## config.mk

```make
export PLATFORM = sky130hd
export DESIGN_NAME = fec_missing_packet_tracker
export DESIGN_NICKNAME = d
export VERILOG_FILES = /design/src/design/fmpt_pkg.sv /design/src/design/fec_missing_packet_tracker.sv
export SDC_FILE = /design/constraint.sdc
export NUM_CORES = 1
export LEC_CHECK = 0
export BUFFER_PORTS_ARGS = -buffer_cell sky130_fd_sc_hd__clkbuf_2
export CAP_MARGIN = 20
export CORE_MARGIN = 2
export CORE_UTILIZATION = 60
export CTS_BUF_LIST = sky130_fd_sc_hd__clkbuf_4
export DETAILED_ROUTE_END_ITERATION = 8
export PLACE_DENSITY = 0.91
export SYNTH_ARGS = -nofsm -noshare
export SYNTH_HDL_FRONTEND = slang
export SYNTH_SLANG_ARGS = --single-unit
```

## constraint.sdc

```tcl
create_clock -name clk -period 5.55 [get_ports clk]
set_input_delay 1.3875 -clock clk [delete_from_list [all_inputs] [get_ports clk]]
set_output_delay 1.3875 -clock clk [all_outputs]
set_load 0.005 [all_outputs]
```

## src/design/fmpt_pkg.sv

```systemverilog
// ----------------------------------------------------------------------------
// fmpt_pkg
// Types, codes and the control store of the FEC missing packet tracker.
// ----------------------------------------------------------------------------
package fmpt_pkg;

  localparam int MAX_ASSOC_DEF = 32;

  localparam int SEQ_W      = 16;
  localparam int STEP_W     = 8;
  localparam int CNT_W      = 6;
  localparam int IDX_W      = 5;
  localparam int REQ_W      = 2;
  localparam int ST_W       = 2;
  localparam int CFG_IDX_W  = 2;
  localparam int CFG_DATA_W = 16;

  // request codes
  localparam logic [REQ_W-1:0] REQ_MARK = 2'd0;
  localparam logic [REQ_W-1:0] REQ_NTH  = 2'd1;
  localparam logic [REQ_W-1:0] REQ_FIND = 2'd2;

  // status codes
  localparam logic [ST_W-1:0] ST_OK    = 2'd0;
  localparam logic [ST_W-1:0] ST_RANGE = 2'd1;
  localparam logic [ST_W-1:0] ST_SAME  = 2'd2;
  localparam logic [ST_W-1:0] ST_ZSTEP = 2'd3;

  // register indexes
  localparam logic [CFG_IDX_W-1:0] CFG_BASE  = 2'd0;
  localparam logic [CFG_IDX_W-1:0] CFG_STEP  = 2'd1;
  localparam logic [CFG_IDX_W-1:0] CFG_ASSOC = 2'd2;

  typedef struct packed {
    logic [REQ_W-1:0] req_type;
    logic [CNT_W-1:0] position;
    logic             mark_value;
    logic [SEQ_W-1:0] media_seq;
  } req_t;

  typedef struct packed {
    logic [SEQ_W-1:0] seq_out;
    logic [IDX_W-1:0] index_out;
    logic [ST_W-1:0]  status;
    logic [CNT_W-1:0] count_out;
  } rsp_t;

  // microcode
  localparam int UA_W = 3;
  localparam int OP_W = 3;
  localparam int CN_W = 2;

  localparam logic [UA_W-1:0] UA_IDLE  = 3'd0;
  localparam logic [UA_W-1:0] UA_MARK  = 3'd1;  // dispatch: request code + 1
  localparam logic [UA_W-1:0] UA_QCHK  = 3'd2;
  localparam logic [UA_W-1:0] UA_ICHK  = 3'd3;
  localparam logic [UA_W-1:0] UA_BAD   = 3'd4;
  localparam logic [UA_W-1:0] UA_QSCAN = 3'd5;
  localparam logic [UA_W-1:0] UA_ISCAN = 3'd6;

  localparam logic [OP_W-1:0] OP_NOP   = 3'd0;
  localparam logic [OP_W-1:0] OP_MARK  = 3'd1;
  localparam logic [OP_W-1:0] OP_QINIT = 3'd2;
  localparam logic [OP_W-1:0] OP_QSTEP = 3'd3;
  localparam logic [OP_W-1:0] OP_IINIT = 3'd4;
  localparam logic [OP_W-1:0] OP_ISTEP = 3'd5;
  localparam logic [OP_W-1:0] OP_BAD   = 3'd6;

  localparam logic [CN_W-1:0] CND_NEXT = 2'd0;  // go to nxt
  localparam logic [CN_W-1:0] CND_END  = 2'd1;  // finish always
  localparam logic [CN_W-1:0] CND_DP   = 2'd2;  // finish on datapath flag, else nxt

  typedef struct packed {
    logic [OP_W-1:0] op;
    logic [CN_W-1:0] cnd;
    logic [UA_W-1:0] nxt;
  } uc_word_t;

  function automatic uc_word_t uc_rom(input logic [UA_W-1:0] addr);
    uc_word_t w;
    case (addr)
      UA_MARK:  w = '{op: OP_MARK,  cnd: CND_END, nxt: UA_IDLE};
      UA_QCHK:  w = '{op: OP_QINIT, cnd: CND_DP,  nxt: UA_QSCAN};
      UA_ICHK:  w = '{op: OP_IINIT, cnd: CND_DP,  nxt: UA_ISCAN};
      UA_BAD:   w = '{op: OP_BAD,   cnd: CND_END, nxt: UA_IDLE};
      UA_QSCAN: w = '{op: OP_QSTEP, cnd: CND_DP,  nxt: UA_QSCAN};
      UA_ISCAN: w = '{op: OP_ISTEP, cnd: CND_DP,  nxt: UA_ISCAN};
      default:  w = '{op: OP_NOP,   cnd: CND_NEXT, nxt: UA_IDLE};
    endcase
    return w;
  endfunction

endpackage

```

## src/design/fec_missing_packet_tracker.sv

```systemverilog
// ----------------------------------------------------------------------------
// fec_missing_packet_tracker
// Missing-media map for one FEC packet: mark, nth-missing query, index search.
// ----------------------------------------------------------------------------
// Steps: a mark, a bad request or a rejected request runs a single control word;
//   a query scans up to MAP_BITS map bits and an index search up to lim entries
//   (lim = assoc_count capped at MAP_BITS); one scan step per cycle.
// Throughput: one item in flight; the next start is taken in the done cycle.
// Reset: synchronous, clears map, count, sequencer, registers to defaults; no stall.
module fec_missing_packet_tracker #(
  parameter int MAX_ASSOC = fmpt_pkg::MAX_ASSOC_DEF
) (
  input  logic                                clk,
  input  logic                                rst,
  input  logic                                start,
  output logic                                busy,
  input  fmpt_pkg::req_t                      req,
  input  logic                                cfg_we,
  input  logic [fmpt_pkg::CFG_IDX_W-1:0]      cfg_index,
  input  logic [fmpt_pkg::CFG_DATA_W-1:0]     cfg_data,
  output logic                                done,
  output fmpt_pkg::rsp_t                      result
);

  // map is capped at 32 bits
  localparam int MAP_BITS = (MAX_ASSOC < 32) ? MAX_ASSOC : 32;
  localparam int JW       = (MAP_BITS > 1) ? $clog2(MAP_BITS) : 1;
  localparam logic [6:0]    MAP_BITS_V = 7'(MAP_BITS);
  localparam logic [JW-1:0] J_LAST     = JW'(MAP_BITS - 1);

  // configuration registers
  logic [fmpt_pkg::SEQ_W-1:0]  base_seq;
  logic [fmpt_pkg::STEP_W-1:0] seq_step;
  logic [fmpt_pkg::CNT_W-1:0]  assoc_count;

  // tracker state
  logic [MAP_BITS-1:0]        missing_map, missing_map_next;
  logic [fmpt_pkg::CNT_W-1:0] missing_count, missing_count_next;

  // sequencer
  logic [fmpt_pkg::UA_W-1:0] pc, pc_next;
  fmpt_pkg::uc_word_t        uc;

  // datapath
  fmpt_pkg::req_t             op_req;
  logic [JW-1:0]              j, j_next;
  logic [fmpt_pkg::CNT_W-1:0] seen, seen_next;
  logic [fmpt_pkg::SEQ_W-1:0] acc, acc_next;

  logic                       accept;
  logic                       dp_end;
  logic                       step_end;
  logic [fmpt_pkg::ST_W-1:0]  st;
  logic [fmpt_pkg::SEQ_W-1:0] seq_val;
  logic [fmpt_pkg::IDX_W-1:0] idx_val;
  logic [6:0]                 lim;
  logic [6:0]                 j_plus;
  logic                       pos_in_map;
  logic [MAP_BITS-1:0]        pos_bit;
  logic                       cur_bit;
  logic                       map_bit_j;
  logic [fmpt_pkg::SEQ_W-1:0] step_ext;

  assign busy   = (pc != fmpt_pkg::UA_IDLE);
  assign accept = start && !busy;
  assign uc     = fmpt_pkg::uc_rom(pc);

  // search limit: assoc_count capped at map size
  assign lim = ({1'b0, assoc_count} < MAP_BITS_V) ? {1'b0, assoc_count} : MAP_BITS_V;
  assign j_plus   = 7'(j) + 7'd1;
  assign step_ext = {{(fmpt_pkg::SEQ_W - fmpt_pkg::STEP_W){1'b0}}, seq_step};

  assign pos_in_map = ({1'b0, op_req.position} < MAP_BITS_V);
  assign pos_bit    = MAP_BITS'(1) << op_req.position;
  assign cur_bit    = |(missing_map & pos_bit);
  assign map_bit_j  = missing_map[j];

  // datapath, driven by the current control word
  always_comb begin
    dp_end             = 1'b0;
    st                 = fmpt_pkg::ST_RANGE;
    seq_val            = '0;
    idx_val            = '0;
    missing_map_next   = missing_map;
    missing_count_next = missing_count;
    j_next             = j;
    seen_next          = seen;
    acc_next           = acc;
    case (uc.op)
      fmpt_pkg::OP_MARK: begin
        dp_end = 1'b1;
        if (pos_in_map) begin
          if (cur_bit == op_req.mark_value) begin
            st = fmpt_pkg::ST_SAME;
          end else if (op_req.mark_value) begin
            missing_map_next   = missing_map | pos_bit;
            missing_count_next = missing_count + 6'd1;
            st                 = fmpt_pkg::ST_OK;
          end else begin
            missing_map_next   = missing_map & ~pos_bit;
            missing_count_next = missing_count - 6'd1;
            st                 = fmpt_pkg::ST_OK;
          end
        end
      end
      fmpt_pkg::OP_QINIT: begin
        if (op_req.position == '0 || op_req.position > missing_count) begin
          dp_end = 1'b1;
        end else begin
          j_next    = '0;
          seen_next = '0;
          acc_next  = base_seq;
        end
      end
      fmpt_pkg::OP_QSTEP: begin
        if (map_bit_j && (seen + 6'd1 == op_req.position)) begin
          dp_end  = 1'b1;
          st      = fmpt_pkg::ST_OK;
          seq_val = acc;
        end else if (j == J_LAST) begin
          dp_end = 1'b1;
        end else begin
          j_next    = j + JW'(1);
          seen_next = seen + {5'd0, map_bit_j};
          acc_next  = acc + step_ext;
        end
      end
      fmpt_pkg::OP_IINIT: begin
        if (seq_step == '0) begin
          dp_end = 1'b1;
          st     = fmpt_pkg::ST_ZSTEP;
        end else if (lim == '0) begin
          dp_end = 1'b1;
        end else begin
          j_next   = '0;
          acc_next = base_seq;
        end
      end
      fmpt_pkg::OP_ISTEP: begin
        if (acc == op_req.media_seq) begin
          dp_end  = 1'b1;
          st      = fmpt_pkg::ST_OK;
          idx_val = fmpt_pkg::IDX_W'(j);
        end else if (j_plus >= lim) begin
          dp_end = 1'b1;
        end else begin
          j_next   = j + JW'(1);
          acc_next = acc + step_ext;
        end
      end
      fmpt_pkg::OP_BAD: begin
        dp_end = 1'b1;
      end
      default: begin
      end
    endcase
  end

  // sequencer: dispatch on request code, conditional jump back to idle
  always_comb begin
    step_end = 1'b0;
    case (uc.cnd)
      fmpt_pkg::CND_END: begin
        pc_next  = fmpt_pkg::UA_IDLE;
        step_end = 1'b1;
      end
      fmpt_pkg::CND_DP: begin
        pc_next  = dp_end ? fmpt_pkg::UA_IDLE : uc.nxt;
        step_end = dp_end;
      end
      default: begin
        pc_next = uc.nxt;
      end
    endcase
    if (accept) begin
      pc_next = {1'b0, req.req_type} + fmpt_pkg::UA_MARK;
    end
  end

  // control state and configuration
  always_ff @(posedge clk) begin
    if (rst) begin
      base_seq      <= '0;
      seq_step      <= 8'd1;
      assoc_count   <= '0;
      missing_map   <= '0;
      missing_count <= '0;
      pc            <= fmpt_pkg::UA_IDLE;
      done          <= 1'b0;
    end else begin
      if (cfg_we) begin
        case (cfg_index)
          fmpt_pkg::CFG_BASE:  base_seq    <= cfg_data;
          fmpt_pkg::CFG_STEP:  seq_step    <= cfg_data[fmpt_pkg::STEP_W-1:0];
          fmpt_pkg::CFG_ASSOC: assoc_count <= cfg_data[fmpt_pkg::CNT_W-1:0];
          default: begin
          end
        endcase
      end
      missing_map   <= missing_map_next;
      missing_count <= missing_count_next;
      pc            <= pc_next;
      done          <= step_end;
    end
  end

  // payload and scan registers
  always_ff @(posedge clk) begin
    if (accept) begin
      op_req <= req;
    end
    j    <= j_next;
    seen <= seen_next;
    acc  <= acc_next;
    if (step_end) begin
      result.seq_out   <= seq_val;
      result.index_out <= idx_val;
      result.status    <= st;
      result.count_out <= missing_count_next;
    end
  end

endmodule

```

== After elaboration in Yosys (flattened, before gate mapping) ==
Cells that the tools add are included.

* Flip-flop bits (word level): 151
* Input bits: 47
* Word-level logic and storage cells: 131

* $add $sub $neg: 8
* Order comparisons: 5
* Eq/ne operators: 27
* Shift-type cells: 1
* Multiplexer cells: 47
* Bitwise operators: 5
* Reduce and logical (&&, ||, !) cells: 21

{| class="wikitable"
|+ Operators with widths
! cell !! count
|-
| 16-bit 2-to-1 mux || 7
|-
| 32-bit AND || 2
|-
| 16-bit one-hot mux with 4 select lines || 1
|-
| 6-bit 2-to-1 mux || 8
|-
| 8-bit one-hot mux with 6 select lines || 1
|-
| 5-bit 2-to-1 mux || 7
|-
| 32-bit 2-to-1 mux || 1
|-
| 32-bit NOT || 1
|-
| 32-bit bitwise OR || 1
|-
| 32-bit OR reduction || 1
|-
| 1-bit by 6-bit left shift with 32-bit output (first input constant) || 1
|-
| 5-bit one-hot mux with 4 select lines || 1
|-
| 3-bit == test (second input constant) || 6
|-
| 16-bit by 8-bit adder with 16-bit output || 1
|-
| 16-bit == test || 1
|-
| 2-bit inequality test (second input constant) || 7
|-
| 6-bit by 1-bit adder with 6-bit output (second input constant) || 2
|-
| 3-bit by 2-bit == test with 1-bit output (second input constant) || 4
|-
| 6-bit < comparator (second input constant) || 2
|-
| 6-bit one-hot mux with 2 select lines || 1
|-
| 1-bit 2-to-1 mux || 10
|-
| 2-bit AND reduction || 5
|-
| 8-bit logical NOT || 1
|-
| 2-bit one-hot mux with 4 select lines || 1
|-
| other kinds (34) || 41
|}

== Depth between registers and ports, before layout ==
Gate-level depths: netlist of the first run.

* Depth after elaboration: 9
* Mapped depth: 11
* Depth with buffers taken out: 11

== Worst setup path after synthesis of the first run ==
No wires, ideal clock.

* Path type: register to register
* Start point: register j[0]
* End point: register result[0] (netlist name), enable pin
* Setup time: 0.455 ns
* Data arrival time: 4.069 ns
* Required time: 5.095 ns
* Setup slack: 1.025 ns
* Stages on the path, launching flop included: 8
* Buffers on the path: 1
* Cells stage by stage: edfxtp_1 > buf_6 > mux4_1 > o2111ai_1 > o211ai_4 > nor3_2 > nor3_1 > o21ai_0

* Word-level cells in the longest chain between the ends: 6

{| class="wikitable"
|+ RTL lines
! element !! line !! RTL
|-
| start: declaration || fec_missing_packet_tracker.sv:46 || <nowiki>logic [JW-1:0] j, j_next;</nowiki>
|-
| start signal: assignment || fec_missing_packet_tracker.sv:212 || <nowiki>j <= j_next;</nowiki>
|-
| 5-bit by 1-bit adder with 6-bit output or 1-bit binary-select mux with 5-bit select (tied branches) || fec_missing_packet_tracker.sv:70, fec_missing_packet_tracker.sv:76 ||
|-
| 6-bit greater-or-equal comparator or 1-bit 2-to-1 mux (tied branches) || fec_missing_packet_tracker.sv:144, fec_missing_packet_tracker.sv:76 ||
|-
| 1-bit 2-to-1 mux or 1-bit logical AND (tied branches) || fec_missing_packet_tracker.sv:144, fec_missing_packet_tracker.sv:116 ||
|-
| 1-bit 2-to-1 mux, on equally long branches || fec_missing_packet_tracker.sv:140, fec_missing_packet_tracker.sv:116 ||
|-
| 1-bit one-hot mux with 5 select lines * || fec_missing_packet_tracker.sv:89 || <nowiki>case (uc.op)</nowiki>
|-
| 1-bit one-hot mux with 2 select lines * || fec_missing_packet_tracker.sv:162 || <nowiki>case (uc.cnd)</nowiki>
|-
| net step_end || fec_missing_packet_tracker.sv:52 || <nowiki>logic step_end;</nowiki>
|-
| end: declaration || fec_missing_packet_tracker.sv:22 || <nowiki>output fmpt_pkg::rsp_t result</nowiki>
|}

The timed path passes the listed nets; every way through them passes the cells marked *. The select of a mux whose other input is x is not followed.
A chain may end at the register's enable or synchronous reset.

==> run_results.csv, run 1 <==
group,metric,value,unit
outcome,status,"complete, no violations",
routing,num_vias,6763,
placed_design,place_area,0.00864,mm2
cells_and_area,stdcell_area,0.00891,mm2
timing,slew_viol_final,0,
routing,drt_pre_antenna_iters,5,
grt,grt_max_degree,52,
floorplanning,start_util,61.7,%
timing,slew_headroom,24.0,%
setup_path,crit_required,6040,ps
timing,period_minus_slack,3990,ps
timing,rsz0062_at_grt,"no",
timing,setup_tns,0,ps
cts,cts.repair.resized,0,
cells_and_area,layout_common_cells,"nand2_1, edfxtp_1, clkbuf_2, dfxtp_1, nor2_1",
synthesis,syn_avg_cell_area,9.78,um2
placed_design,dp_hpwl,13500,um
power_and_ir_drop,power_density,254,mW/mm2
setup_path,critPathCaptureType,"register",
power_and_ir_drop,ir_drop,0.121,mV
synthesis,syn_nets,920,
cts,clkTransAtPathRegs,140,ps
cts,cts_root_buf,"clkbuf_4",
synthesis,synthFlopType,"edfxtp_1",
cts,cts_made_buffers,17,
hold_path,hold_path_class,"register to register",
grt,grt_pass1_vias,6212,
setup_path,critPathMaxStageDelay,870,ps
routing,drt_iter0_drc,910,
placed_design,dp_cells,1050,
cts,post_cts_buffers,0,
routing,wirelength,19300,um
placed_design,gp_congestion,0.957,
cts,clock_path_buffers,2,
cts,clock_latency,610,ps
synthesis,synth_edf_count,79,
timing,fmax,0.251,GHz
setup_path,setup.worst_path.start_class,"register",
cells_and_area,fin_nets,974,
grt,grt_pass1_wl,30700,um
setup_path,critPathSlowestCell,"edfxtp_1",
cts,cts_tree,"yes",
timing,holdWs,465,ps
synthesis,ys_warn_count,0,
grt,grt_usage,27.0,%
grt,overflow,0,
synthesis,post_synth_inst_count,839,
synthesis,synthArstFlopShare,0,%
synthesis,muxShareOfSynthArea,5.90,%
timing,hold_violations,0,
power_and_ir_drop,p_leak,3.39,nW
placed_design,io_buffers,77,
cells_and_area,final_cell_count_no_fill,1083,
synthesis,synth_adder_area_share,5.37,%
cts,htree_num_levels,4,
routing,routed_via_density,6.24,
routing,drtAntennaViolNets,0,
floorplanning,dieArea,0.0146,mm2
cells_and_area,fill_cells,963,
cells_and_area,synthToLayoutAreaGrowth,8.65,%
placed_design,pre_cts_slack,1710,ps
routing,wl_per_cell,17.8,um
floorplanning,io_pins,78,
synthesis,synth_top_family_by_area,"simple AND/OR/NAND/NOR gates",
synthesis,synth_seq_cells,151,
synthesis,synthSimpleGateAreaFrac,18.0,%
setup_path,critPathArrivalTime,4480,ps
timing,fin_crit_sh,71.9,%
setup_path,path_delay_family,"compound AO/OA/AOI/OAI gates",
timing,setup_viol_count_final,0,
setup_path,crit_buf_inv,0,
floorplanning,die_x,121,um
setup_path,critPathKind,"register to register",
synthesis,syn_area,0.00820,mm2
cts,cts_hold_buffers,0,
timing,worst_pin_slew,1140,ps
cells_and_area,final_common_cell,"nand2_1",
routing,drc,0,
setup_path,crit_fanout,24,
synthesis,synth_xor_area_share,4.59,%
run,max_cap_violations,0,
synthesis,seq_area_frac_synth,46.5,%
setup_path,worstPathCellList,"mux2_2 > a221o_1 > a221oi_1 > a32o_1 > a21o_1 > nand4_1 > o21ai_0",
floorplanning,die_h,121,um
grt,antenna_found_initial,1,
cts,clock-sinks,151,
synthesis,synth.distinct_cells,66,
floorplanning,rows,42,
timing,finalClockSkew,32.8,ps
power_and_ir_drop,power,2.26,mW
cells_and_area,drive_gt1_share,16.1,%
cells_and_area,final_util,67.0,%
timing,fin_ws,1560,ps
floorplanning,coreArea,0.0133,mm2
synthesis,synth_compound_area_share,15.0,%
synthesized netlist by cell type (4+ instances only):
cell type | instances | share of area (%)
nand2_1 | 107 | 4.9
edfxtp_1 | 79 | 29
dfxtp_1 | 72 | 18
nor2_1 | 66 | 3.0
o21ai_0 | 48 | 2.9
a21oi_1 | 45 | 2.7
inv_1 | 39 | 1.8
clkbuf_1 | 36 | 1.6
ha_1 | 32 | 4.9
xnor2_1 | 27 | 2.9
nand3_1 | 26 | 1.6
o211ai_1 | 23 | 2.1
mux2i_1 | 18 | 2.2
and2_1 | 16 | 1.2
xor2_1 | 16 | 1.7
nor2b_1 | 13 | 0.99
a311o_1 | 12 | 1.5
nand4_1 | 12 | 0.92
nor4_1 | 9 | 0.69
a21o_1 | 8 | 0.73
and3_1 | 8 | 0.61
buf_2 | 7 | 0.43
mux2_2 | 7 | 0.96
nand2b_1 | 7 | 0.53
nand3b_1 | 7 | 0.64
nor3_1 | 7 | 0.43
a211oi_1 | 6 | 0.55
mux4_1 | 6 | 1.9
o22ai_1 | 6 | 0.46
o31ai_1 | 6 | 0.55
a32oi_1 | 5 | 0.53
and2_2 | 5 | 0.46
o2111ai_1 | 4 | 0.43
power breakdown:
part           switching (mW)  internal [mW]  total, mW
sequential             0.0691           1.23       1.30
clock                   0.432          0.231      0.663
combinational           0.176          0.119      0.295
total                   0.677           1.58       2.26
cells by family (layout without fill, tap and decap cells):
| group | Yosys count | after routing |
|---|---|---|
| flops | 151 | 151 |
| simple gates | 303 | 303 |
| xor+xnor | 43 | 43 |
| mux | 34 | 34 |
| fa+ha+maj | 34 | 34 |
| buf+inv | 89 | 156 |
| compound gates | 185 | 185 |
| other cells | 0 | 1 |
path summary, 6_finish.rpt:
check | from | end | slack (ps) | depth (start not counted)
min reg2reg | base_seq[3] | base_seq[3] | 460 | 2
max | op_req[19] | register | 1560 | 7
min | base_seq[3] | base_seq[3] | 460 | 2
max reg2reg | op_req[19] | register | 1560 | 7
tightest hold or removal path, delay by kind of cell, from the launching register on:
kind	cells	cell delay, ps
flip-flops	1	340
AND/OR/NAND/NOR	1	50
AO/OA/AOI/OAI	1	50
layout make-up:
class | instances | area [um2] | share of cell area (%)
tap | 176 | 220 | 2.47
multi-input combinational | 599 | 4020 | 45.1
clock inverter | 15 | 141 | 1.59
timing repair buffer | 85 | 445 | 5.00
sequential | 151 | 3810 | 42.8
inverter | 39 | 146 | 1.64
antenna | 1 | 2.50 | 0.0281
clock buffer | 17 | 128 | 1.43
routing by layer:
metal | track usage (%) | share of wire (%) | up-vias
li1 | - | - | 3174
met1 | 37.2 | 41 | 3054
met5 | 0 | 0 | -
met2 | 40.0 | 44 | 453
met3 | 6.72 | 11 | 82
met4 | 12.4 | 3.9 | 0
(Power assumes the default switching activity.)
==> run 2: changes to the inputs <==
--- a/config.mk
+++ b/config.mk
@@ -5,13 +5,14 @@
 export SDC_FILE = /design/constraint.sdc
 export NUM_CORES = 1
 export LEC_CHECK = 0
+export ABC_AREA = 1
 export BUFFER_PORTS_ARGS = -buffer_cell sky130_fd_sc_hd__clkbuf_2
 export CAP_MARGIN = 20
 export CORE_MARGIN = 2
 export CORE_UTILIZATION = 60
 export CTS_BUF_LIST = sky130_fd_sc_hd__clkbuf_4
 export DETAILED_ROUTE_END_ITERATION = 8
-export PLACE_DENSITY = 0.91
+export PLACE_DENSITY = 0.9
 export SYNTH_ARGS = -nofsm -noshare
 export SYNTH_HDL_FRONTEND = slang
 export SYNTH_SLANG_ARGS = --single-unit
==> constraint.sdc (replaced) <==
create_clock -name clk -period 4.16 [get_ports clk]
set_input_delay 1.04 -clock clk [delete_from_list [all_inputs] [get_ports clk]]
set_output_delay 1.04 -clock clk [all_outputs]
set_load 0.005 [all_outputs]
==> run 2 against run 1 <==
  * Area after synthesis grew 3.3%
  * Clock power grew 55%
  * Setup slack worse by 920 ps
  * Sequential cell count unchanged
  * Maximum frequency up 13%
  * Design area grew 4.3%
  * Clock skew down 15 ps
  * Largest cell class unchanged
  * Critical path type unchanged
  * Critical path depth is 7 higher
  * Global-route usage grew 2.1 points
  * Combinational power up 63%
==> run_results.csv, run 2 <==
group,metric,value,unit
placed_design,io_buffers,77,
power_and_ir_drop,p_leak,4.17,nW
routing,drc,0,
hold_path,holdPathStages,2,
routing,routed_via_density,5.67,
placed_design,dp_hpwl,15000,um
timing,holdWs,458,ps
grt,antenna_found_initial,1,
run,max_cap_violations,0,
setup_path,critPathKind,"register to register",
power_and_ir_drop,power_density,348,mW/mm2
timing,setup_tns,0,ps
synthesis,synthArstFlopShare,0,%
timing,rsz0062_at_grt,"no",
cells_and_area,final_common_cell,"nand2_1",
floorplanning,dieArea,0.0151,mm2
cells_and_area,fin_nets,1286,
setup_path,crit_fanout,22,
synthesis,yosysTopAreaCell,"edfxtp_1",
timing,period_minus_slack,3520,ps
cells_and_area,synthToLayoutAreaGrowth,9.72,%
cells_and_area,layout_common_cells,"nand2_1, nor2_1, inv_1, nand3_1, edfxtp_1",
grt,grt_pass1_wl,34200,um
timing,fmax,0.284,GHz
power_and_ir_drop,power,3.24,mW
cts,post_cts_buffers,0,
placed_design,dp_cells,1366,
timing,slew_headroom,45.2,%
cts,clock_path_buffers,2,
placed_design,pre_cts_slack,692,ps
cts,cts_hold_buffers,0,
synthesis,synth_seq_cells,151,
cts,cts_made_buffers,17,
cells_and_area,final_util,67.2,%
timing,slew_viol_final,0,
timing,fin_ws,636,ps
synthesis,synth.distinct_cells,39,
setup_path,crit_required,4460,ps
routing,drtAntennaViolNets,0,
cts,cts.repair.resized,0,
routing,drt_pre_antenna_iters,9,
power_and_ir_drop,cell_internal_pwr,2.30,mW
cts,cts_root_buf,"clkbuf_4",
grt,grt_pass1_vias,7086,
hold_path,hold_path_class,"register to register",
timing,setup_viol_count_final,0,
grt,grt_usage,29.1,%
synthesis,syn_area,0.00847,mm2
power_and_ir_drop,ir_drop,0.236,mV
synthesis,syn_avg_cell_area,7.42,um2
placed_design,place_area,0.00897,mm2
synthesis,synth_edf_count,79,
cts,clock_latency,580,ps
cts,clock-sinks,151,
synthesis,seq_area_frac_synth,45.0,%
power_and_ir_drop,power_frac_comb,14.9,%
floorplanning,io_pins,78,
outcome,status,"complete, no violations",
synthesis,netlist_top_cells_count,"nand2_1, nor2_1, inv_1, nand3_1, edfxtp_1",
setup_path,critPathCaptureType,"register",
setup_path,reg2reg_setup_slack,640,ps
cts,clkTransAtPathRegs,130,ps
power_and_ir_drop,pwr-share-seq,53.4,%
cells_and_area,drive_gt1_share,11.5,%
power_and_ir_drop,swShare,28.9,%
synthesis,synth.top_cell.area_share,28.0,%
synthesis,synthFlopType,"edfxtp_1",
cts,cts_tree,"yes",
floorplanning,die_h,123,um
synthesis,ys_warn_count,0,
grt,grt_max_degree,70,
timing,finalClockSkew,17.5,ps
floorplanning,coreArea,0.0138,mm2
synthesis,synthMostInstantiatedCell,"nand2_1",
setup_path,r2r_cells,14,
timing,fin_crit_sh,84.7,%
timing,hold_violations,0,
routing,drt_iter0_drc,897,
floorplanning,start_util,61.3,%
cts,htree_num_levels,4,
grt,overflow,0,
routing,num_vias,7928,
setup_path,setup.worst_path.start_class,"register",
timing,worst_pin_slew,815,ps
cells_and_area,final_cell_count_no_fill,1399,
power_and_ir_drop,power_frac_clock,31.8,%
setup_path,critPathArrivalTime,3820,ps
floorplanning,die_x,123,um
synthesis,synthTopCellsByArea,"edfxtp_1, dfxtp_1, nand2_1",
synthesis,post_synth_inst_count,1141,
routing,wirelength,21100,um
synthesis,syn_nets,1222,
routing,wl_per_cell,15.0,um
cells_and_area,stdcell_area,0.00930,mm2
placed_design,gp_congestion,0.935,
floorplanning,rows,43,
power_and_ir_drop,switchingPower,937,uW
[run 2: changes by cell type after synthesis, moves of 12 or more]
| cell | change |
|---|---|
| nand2_1 | +182 |
| nor2_1 | +107 |
| inv_1 | +100 |
| nand3_1 | +62 |
| nand4_1 | +31 |
| xnor2_1 | -22 |
| o211ai_1 | -20 |
| a21oi_1 | +19 |
| mux2i_1 | -18 |
| and2_1 | -15 |
| nor2b_1 | -13 |
| a311o_1 | -12 |
[run 2: final cells by class]
type / instances / area, um2
clock inverter: 13 / 180
fill: 1083 / 4530
inverter: 147 / 552
clock buffer: 19 / 143
tap: 180 / 225
multi-input combinational: 801 / 3910
sequential: 151 / 3810
timing repair buffer: 87 / 473
antenna: 1 / 2.50
[run 2: final timing paths]
kind / from / to
max reg2reg: j[0] / result[13]
max: j[0] / result[13]
min: assoc_count[0] / assoc_count[0]
min reg2reg: assoc_count[0] / assoc_count[0]
[run 2: cells by family (layout without fill, tap and decap cells)]
group	after synthesis	in the layout	share of synthesized area, %
adder cells (fa/ha/maj)	34	34	5.20
AND/OR/NAND/NOR	622	622	31.2
XOR/XNOR	14	14	1.45
buffers and inverters	189	266	9.01
other	0	1	0
flip-flops	151	151	45.0
AO/OA/AOI/OAI	131	131	8.11
[run 2: metal layers]
layer / share of wire [%] / vias to the layer above / global-route usage, %
li1: - / 3857 / -
met1: 42 / 3552 / 40.3
met2: 45 / 456 / 44.3
met3: 9.3 / 63 / 4.97
met4: 3.8 / 0 / 13.9
met5: 0 / - / 0
[run 2: power groups by stage]
stage	Sequential (mW)	Combinational, mW	Clock (mW)
2_1_floorplan	1.73	0.345	0
3_3_place_gp	1.75	0.449	0
3_5_place_dp	1.76	0.467	0
4_1_cts	1.73	0.473	1.03
5_1_grt	1.74	0.543	1.09
6_report	1.73	0.481	1.03
[run 2: worst max-delay path, cell delays in order, from the launching register on]
cell and delay (ps):
edfxtp_1 770, ha_1 290, nand2_1 90, nor2_1 130, ha_1 260, ha_1 280, nand2_1 50, o21ai_0 160
a21oi_1 60, nand2_1 70, a21oi_1 70, nand3_1 140, a21oi_1 110, nor2_2 500, buf_12 250
